`src/sv/csvfs_pkg.sv`:
```
// shared constants and types of the csv field splitter
package csvfs_pkg;

  localparam logic [7:0] CHR_QUOTE = 8'h22;
  localparam logic [7:0] CHR_COMMA = 8'h2C;
  localparam logic [7:0] CHR_CR    = 8'h0D;
  localparam logic [7:0] CHR_LF    = 8'h0A;

  localparam logic OP_BYTE = 1'b0;
  localparam logic OP_END  = 1'b1;

  typedef enum logic [1:0] {
    KIND_DATA     = 2'd0,
    KIND_CELL_END = 2'd1,
    KIND_ROW_END  = 2'd2
  } kind_t;

endpackage

```
`src/sv/csv_field_splitter_core.sv`:
```
// csv field splitter: turns csv text bytes into cell bytes and cell and row end markers
//
// Each input transaction carries one text byte (operation 0) or an end-of-text mark
// (operation 1) and yields zero or one result transaction. The block takes one input
// transaction per clock while in_ready is high: a transaction lands in an input register,
// is decoded against the five parser flags once the output register can take a result,
// and its result, if any, is then registered in the output register, so the sustained
// rate is one item per cycle while out_ready stays high. Input and output are parted by those
// two registers; in_ready drops only when the input register is full and the output register
// holds a result that is not being taken. Blank lines, the LF of a CRLF pair and quote
// bytes that only open or close quoting produce no result. End of text closes an open row
// with one row-end result and returns the parser to its reset state.
module csv_field_splitter_core (
  input  logic       clk,
  input  logic       rst_n,
  input  logic       in_valid,
  output logic       in_ready,
  input  logic       in_operation,
  input  logic [7:0] in_text_byte,
  output logic       out_valid,
  input  logic       out_ready,
  output logic [1:0] out_kind,
  output logic [7:0] out_cell_byte
);
  import csvfs_pkg::*;

  logic       s1_valid_r;
  logic       s1_op_r;
  logic [7:0] s1_byte_r;

  logic row_open_r, row_open_nxt;
  logic cell_fresh_r, cell_fresh_nxt;
  logic in_quotes_r, in_quotes_nxt;
  logic quote_pending_r, quote_pending_nxt;
  logic after_cr_r, after_cr_nxt;

  logic       out_valid_r;
  kind_t      out_kind_r;
  logic [7:0] out_byte_r;

  logic       advance;
  logic       unquoted;
  logic       res_vld;
  kind_t      res_kind;
  logic [7:0] res_byte;

  assign advance  = !out_valid_r || out_ready;
  assign in_ready = !s1_valid_r || advance;

  always_comb begin
    row_open_nxt      = row_open_r;
    cell_fresh_nxt    = cell_fresh_r;
    in_quotes_nxt     = in_quotes_r;
    quote_pending_nxt = quote_pending_r;
    after_cr_nxt      = after_cr_r;
    res_vld           = 1'b0;
    res_kind          = KIND_DATA;
    res_byte          = '0;
    unquoted          = 1'b0;
    if (s1_valid_r && advance) begin
      if (s1_op_r == OP_END) begin
        row_open_nxt      = 1'b0;
        cell_fresh_nxt    = 1'b1;
        in_quotes_nxt     = 1'b0;
        quote_pending_nxt = 1'b0;
        after_cr_nxt      = 1'b0;
        res_vld           = row_open_r;
        res_kind          = KIND_ROW_END;
      end else begin
        after_cr_nxt = 1'b0;
        if (after_cr_r && s1_byte_r == CHR_LF) begin
          unquoted = 1'b0;
        end else if (in_quotes_r) begin
          if (quote_pending_r) begin
            quote_pending_nxt = 1'b0;
            if (s1_byte_r == CHR_QUOTE) begin
              res_vld  = 1'b1;
              res_byte = CHR_QUOTE;
            end else begin
              in_quotes_nxt = 1'b0;
              unquoted      = 1'b1;
            end
          end else if (s1_byte_r == CHR_QUOTE) begin
            quote_pending_nxt = 1'b1;
          end else begin
            res_vld  = 1'b1;
            res_byte = s1_byte_r;
          end
        end else begin
          unquoted = 1'b1;
        end

        if (unquoted) begin
          if (s1_byte_r == CHR_CR || s1_byte_r == CHR_LF) begin
            after_cr_nxt   = (s1_byte_r == CHR_CR);
            row_open_nxt   = 1'b0;
            cell_fresh_nxt = 1'b1;
            res_vld        = row_open_r;
            res_kind       = KIND_ROW_END;
          end else if (s1_byte_r == CHR_COMMA) begin
            row_open_nxt   = 1'b1;
            cell_fresh_nxt = 1'b1;
            res_vld        = 1'b1;
            res_kind       = KIND_CELL_END;
          end else if (s1_byte_r == CHR_QUOTE && cell_fresh_r) begin
            row_open_nxt   = 1'b1;
            cell_fresh_nxt = 1'b0;
            in_quotes_nxt  = 1'b1;
          end else begin
            row_open_nxt   = 1'b1;
            cell_fresh_nxt = 1'b0;
            res_vld        = 1'b1;
            res_byte       = s1_byte_r;
          end
        end
      end
    end
  end

  always_ff @(posedge clk) begin
    if (!rst_n) begin
      s1_valid_r      <= 1'b0;
      out_valid_r     <= 1'b0;
      row_open_r      <= 1'b0;
      cell_fresh_r    <= 1'b1;
      in_quotes_r     <= 1'b0;
      quote_pending_r <= 1'b0;
      after_cr_r      <= 1'b0;
    end else begin
      if (in_ready) begin
        s1_valid_r <= in_valid;
      end
      if (advance) begin
        out_valid_r <= res_vld;
      end
      row_open_r      <= row_open_nxt;
      cell_fresh_r    <= cell_fresh_nxt;
      in_quotes_r     <= in_quotes_nxt;
      quote_pending_r <= quote_pending_nxt;
      after_cr_r      <= after_cr_nxt;
    end
  end

  // payload registers
  always_ff @(posedge clk) begin
    if (in_ready && in_valid) begin
      s1_op_r   <= in_operation;
      s1_byte_r <= in_text_byte;
    end
    if (advance) begin
      out_kind_r <= res_kind;
      out_byte_r <= res_byte;
    end
  end

  assign out_valid     = out_valid_r;
  assign out_kind      = out_kind_r;
  assign out_cell_byte = out_byte_r;

endmodule

```
`config.mk`:
```
export PLATFORM = sky130hd
export DESIGN_NAME = csv_field_splitter_core
export DESIGN_NICKNAME = d
export VERILOG_FILES = /design/src/sv/csvfs_pkg.sv /design/src/sv/csv_field_splitter_core.sv
export SDC_FILE = /design/constraint.sdc
export NUM_CORES = 1
export LEC_CHECK = 0
export CAP_MARGIN = 20
export CORE_UTILIZATION = 46
export CTS_CLUSTER_DIAMETER = 200
export CTS_CLUSTER_SIZE = 10
export DETAILED_ROUTE_END_ITERATION = 10
export DONT_BUFFER_PORTS = 1
export PLACE_DENSITY_LB_ADDON = 0.25
export SYNTH_ARGS = -nofsm -noshare
export SYNTH_HDL_FRONTEND = slang
export SYNTH_SLANG_ARGS = --single-unit
```
`constraint.sdc`:
```
create_clock -name clk -period 3.2 [get_ports clk]
set_input_delay 0.64 -clock clk [delete_from_list [all_inputs] [get_ports clk]]
set_output_delay 0.64 -clock clk [all_outputs]
set_load 0.03 [all_outputs]
```
# Yosys cells after proc, flatten, opt, wreduce, memory -nomap -nowiden
# Index checks and enable logic that the tools add are counted.
[op_classes]
add_sub_neg = 0
n_mul = 0
n_div = 0
order_cmp = 0
eq_ne = 5
shift = 0
muxes = 51
n_bitwise = 2
reduce_logical = 15
[ops]
columns = ["operator", "n"]
rows = [
  ["$mux 8", 8],
  ["$mux 1", 39],
  ["$eq 8x4->1 const B", 2],
  ["$eq 8x6->1 const B", 2],
  ["$mux 2", 3],
  ["$mux 6", 1],
  ["$logic_and 1x1->1", 4],
  ["$reduce_bool 2->1", 2],
  ["$reduce_or 4->1", 1],
  ["$logic_or 1x1->1", 3],
  ["$reduce_and 3->1", 1],
  ["$logic_not 1->1", 2],
  ["$ne 2x2->1 const B", 1],
  ["$not 1->1", 2],
  ["$reduce_and 2->1", 1],
  ["$reduce_or 2->1", 1],
]
[totals]
ff_bits = 26
latch_bits = 0
mem_bits_rw = 0
rom_bits = 0
input_bits = 13
out_inout_bits = 12
word_cells = 85
memories = 0

# Logic depth before layout (Yosys ltp)
[logic_depth]
word_depth = 11
ltp_mapped = 10

# Worst setup path after synthesis
# No wires, ideal clock.
[synth_path]
path_kind = "register to register"
from = "reg s1_byte_r[2]"
to = "reg out_byte_r[1], in the netlist out_cell_byte[1], data pin"
t_arrival_ns = 2.557
path_slack_ns = 0.390
stages_incl_launch_ff = 11
synth_period_minus_slack_ns = 2.810
cell_sequence = "edfxtp_1 > or3b_1 > buf_6 > or3_2 > ha_1 > nor2b_1 > clkbuf_2 > nand2_1 > a221o_1 > a32o_1 > a21o_1"
[synth_between]
elab_chain_cells = 9
word_cells_on_any_way = 22
[synth_rtl]
columns = ["item", "line_no", "source"]
rows = [
  ["from (decl)", "csv_field_splitter_core.sv:29", "logic [7:0] s1_byte_r;"],
  ["from (signal assigned)", "csv_field_splitter_core.sv:148", "s1_byte_r <= in_text_byte;"],
  ["$eq 8x6->1", "csv_field_splitter_core.sv:76, csv_field_splitter_core.sv:83, csv_field_splitter_core.sv:105", ""],
  ["$mux 8 / $mux 6 (equally long branches)", "csv_field_splitter_core.sv:83, csv_field_splitter_core.sv:76", ""],
  ["$mux 8", "csv_field_splitter_core.sv:74", "if (quote_pending_r) begin"],
  ["$mux 8", "csv_field_splitter_core.sv:73", "end else if (in_quotes_r) begin"],
  ["$mux 8", "csv_field_splitter_core.sv:71", "if (after_cr_r && s1_byte_r == CHR_LF) begin"],
  ["$mux 8", "csv_field_splitter_core.sv:105", "end else if (s1_byte_r == CHR_QUOTE && cell_fresh_r) begin"],
  ["$mux 8", "csv_field_splitter_core.sv:100", "end else if (s1_byte_r == CHR_COMMA) begin"],
  ["$mux 8", "csv_field_splitter_core.sv:94", "if (s1_byte_r == CHR_CR || s1_byte_r == CHR_LF) begin"],
  ["$mux 8 (*)", "csv_field_splitter_core.sv:93", "if (unquoted) begin"],
  ["to (signal assigned)", "csv_field_splitter_core.sv:152", "out_byte_r <= res_byte;"],
  ["to (decl)", "csv_field_splitter_core.sv:39", "logic [7:0] out_byte_r;"],
]
# Mark *: on every way between the ends. The rest lies on a longest branch, timed or not. The select of a mux whose other input is x is not followed.
# A chain may end at the register's enable or synchronous reset.

# Worst setup path after layout
# Same ends and word-level chain as after synthesis.

==> run summary <==
The count of standard-cell rows came out at 18. The cell class contributing the biggest share of worst-path delay is simple AND/OR/NAND/NOR gates. Compared with the post-synthesis result, the final layout area differs by 3.05%.

In the routed layout, each cell is associated on average with a via count of 6.19. Counting the buffers created by CTS gives 3. The leakage component of the power came out at 0.000481 µW.

The worst slack on hold paths came out at 0.402 ns. The utilization after layout is approximately 51%. The critical path in this run is classified as flip-flop to flip-flop. Setup repair after global routing left no endpoint under its margin. At the pin with the least slew margin, the transition time is about 0.44 ns. The overall die width is 54.6 µm. The area inside the core boundary came out at 2540 µm². The final critical-path share of the clock period is 89.4%.

The peak fanout along the critical path came out at 11. The worst supply voltage drop on vdd is 324 µV. The total number of H-tree levels is 1.

Traced cell by cell, the critical path runs through or3b_1, or3_2, ha_1, nor2b_1, nand2_1, a221o_1, a32o_1, a21o_1. The average wire per standard cell is 15.3 µm. The run finished with clean final reports. The number of port buffers came out at 0. The synthesized flop and latch total is 26. The area of the die is approximately 3000 µm². The clock transition at the register clock pins on the worst setup and hold paths after CTS came out at 0.14 ns. The area share of the leading cell type in the synthesized netlist is around 45%. The headroom to the max-slew limit is 70.6%. The worst path needs about 2.9 ns of the cycle, external delays included. The total area of multi-input combinational cells came out at between 500 and 600 µm². The multiplexer area fraction after synthesis is 0%. The highest achievable clock rate is 350 MHz. The wire length of the first global-routing pass is 3590 µm. The clock arrives with about 0.0096 ns of skew. The final worst slack is 0.340 ns. The count of endpoints failing setup in the final report came out at 0.

The buffers plus inverters on the worst setup path came out at 0. Global routing finished with a remaining overflow of 0. After Yosys synthesis, and, or, nand and nor cells account for 24.8% of the synthesized area.

The residual antenna-violating net count after detailed routing is 0. The global-route usage over all layers is 17.3%. The cell area after synthesis is 1270 µm². The number of different library cells in the post-synthesis netlist came out at 42. The most used flip-flop cell after synthesis is sky130_fd_sc_hd__edfxtp_1.

The worst setup path is captured at a flip-flop. At the end of routability-driven placement, the weighted congestion stood at 0.927. The clock reaches the later pin of the worst-skew pair after 0.32 ns.

The count of flip-flops with a built-in enable after synthesis is 19. The aggregate routed wire length came out at 2220 µm. The commonest cells after synthesis are sky130_fd_sc_hd__edfxtp_1, sky130_fd_sc_hd__nor2_1, sky130_fd_sc_hd__nor2b_1, sky130_fd_sc_hd__dfxtp_1. The share of cells above drive strength 1 came out at 6.96%. In the final design database the tool counted 130 nets.

The worst endpoint required time is 3.29 ns. The cell with the most instances after synthesis is sky130_fd_sc_hd__edfxtp_1. After legalization and detailed placement, the total HPWL measured 1700 µm. The number of gates given a new drive strength after cts is 0. The initial utilization of the core area, before any placement, comes to between 40 and 50%. For the worst setup path, the data arrival time is roughly 3.0 ns.

In the final layout, flip-flops and latches occupy 711 µm². The via count is 898. The iteration count of the initial detailed-routing pass came out at 4. The die height is around 55 µm.

The via count of the first global-routing pass is 816. The mean area per synthesized cell is 11.1 µm². The number of hold-repair buffers added at the cts stage came out at 0.

For this design, the sink count on the clock tree is 26. The top-level I/O count came out at 25. The maximum cell stage delay along the critical path is 0.55 ns.

STA classifies the critical path startpoint as a flip-flop. The share of synthesized flip-flops with an asynchronous set or reset came out at 0%. Fill cells in the final layout number approximately 230.

The remaining routing DRC violations is 0. The clock tree from TritonCTS is built. The power per cell area came out at 451 nW/µm². The path class of the tightest hold or removal check is input pin to flip-flop. Counting along the longest clock path gives a buffer depth of 2. The maximum number of pins on one net before global-route repair came out at 15. In the post-synthesis netlist, the biggest area contributors are sky130_fd_sc_hd__edfxtp_1, sky130_fd_sc_hd__dfxtp_1, sky130_fd_sc_hd__nor2b_1, sky130_fd_sc_hd__and3_1, sky130_fd_sc_hd__nor2_1. The total of max-cap violations is 0. The xor and xnor area share after synthesis came out at 0%.

The hold violation total from the final report came out at 0. The total negative slack for setup checks is 0 ns. The biggest area consumer among synthesized cells is sky130_fd_sc_hd__edfxtp_1. The net count after synthesis is 129. The largest individual stage delay along the critical path comes from the cell sky130_fd_sc_hd__or3b_1.

The number of diodes came out at 0. The count of synthesis-stage warnings from yosys is 0. The complex-gate fraction of the synthesized area is approximately 15%. By area, the combinational part of the netlist is dominated by simple AND/OR/NAND/NOR gates. The number of slew-limit violations in the final report came out at 0. Clock tree synthesis selected as its root buffer the cell sky130_fd_sc_hd__clkbuf_4. Prior to clock tree synthesis, the placed netlist has a worst setup slack of about 0.37 ns. After technology mapping, the gate count stands at 115.

The initial antenna violation count is 0. The post-CTS setup buffer count came out at 0. The portion of the post-synthesis area used by sequential elements came out at 55.9%. The post-synthesis share of cell area spent on full adders, half adders and majority gates came out at 0.984%.

The first-iteration detailed-routing DRC count came out at 28.
==> sequential cells by signal, summed over array words and instances, names as in the netlist <==
| name | count |
|---|---|
| out_cell_byte | 8 |
| s1_byte_r | 8 |
| out_kind | 2 |
| after_cr_r | 1 |
| cell_fresh_r | 1 |
| in_quotes_r | 1 |
| out_valid | 1 |
| quote_pending_r | 1 |
| row_open_r | 1 |
| s1_op_r | 1 |
| s1_valid_r | 1 |
==> power breakdown <==
group / switching, µW / internal, µW / total [µW]
Combinational: 24.1 / 16.8 / 40.9
Clock: 93.3 / 45.7 / 139
Sequential: 30.2 / 381 / 411
Total: 148 / 443 / 591
==> layout make-up <==
class	instances	area share, %
Clock inverter	1	0.287
Sequential cell	26	54.3
Multi-Input combinational cell	82	39.7
Timing Repair Buffer	1	0.573
Inverter	2	0.573
Tap cell	30	2.87
Clock buffer	3	1.72
==> metal layers <==
metal  routed length [µm]  track usage (%)  vias to the layer above  part of all wire (%)
met1                 1020             23.2                      417                    46
met2                 1040             26.6                       34                    47
li1                     -                -                      440                     -
met3                  104             2.50                        7                   4.7
met4                   56             9.40                        0                   2.5
met5                    0                0                        -                     0
==> worst paths after layout <==
path,endpoint,depth (start not counted),slack (ns),from
setup / recovery,out_cell_byte[1],8,0.34,s1_byte_r[2]
setup reg to reg,out_cell_byte[1],8,0.34,s1_byte_r[2]
hold / removal,s1_byte_r[3],0,0.40,in_text_byte[3]
hold reg to reg,cell_fresh_r,2,0.50,cell_fresh_r
==> kinds of logic after synthesis <==
family / Yosys count
AND/OR/NAND/NOR: 54
AO/OA/AOI/OAI: 27
flip-flops: 26
buffers and inverters: 7
adder cells (fa/ha/maj): 1
==> placed cells by master (no fill, tap or decap), types with 2 or more instances in the layout <==
cell	netlist	final
sky130_fd_sc_hd__nor2b_1	9	9
sky130_fd_sc_hd__nor4_1	2	2
sky130_fd_sc_hd__a21oi_1	4	4
sky130_fd_sc_hd__o21ai_1	2	2
sky130_fd_sc_hd__clkbuf_4	0	3
sky130_fd_sc_hd__nand3b_1	3	3
sky130_fd_sc_hd__nand2_1	5	5
sky130_fd_sc_hd__nor3_1	5	5
sky130_fd_sc_hd__and3_1	6	6
sky130_fd_sc_hd__nand2b_1	3	3
sky130_fd_sc_hd__nor2_1	9	9
sky130_fd_sc_hd__o21ai_0	6	6
sky130_fd_sc_hd__and2_1	2	2
sky130_fd_sc_hd__nand3_1	2	2
sky130_fd_sc_hd__a32oi_1	2	2
sky130_fd_sc_hd__edfxtp_1	19	19
sky130_fd_sc_hd__inv_1	2	2
sky130_fd_sc_hd__dfxtp_1	7	7
sky130_fd_sc_hd__a21o_1	2	2
==> stage by stage <==
step	total power (µW)	instance area, µm²	instances
floorplan	451	1270	115
global placement	458	1280	141
detailed placement	460	1280	141
CTS	593	1310	145
global route	615	1310	145
finish	591	1310	145
Note: power is estimated with default switching activity, not from simulation.
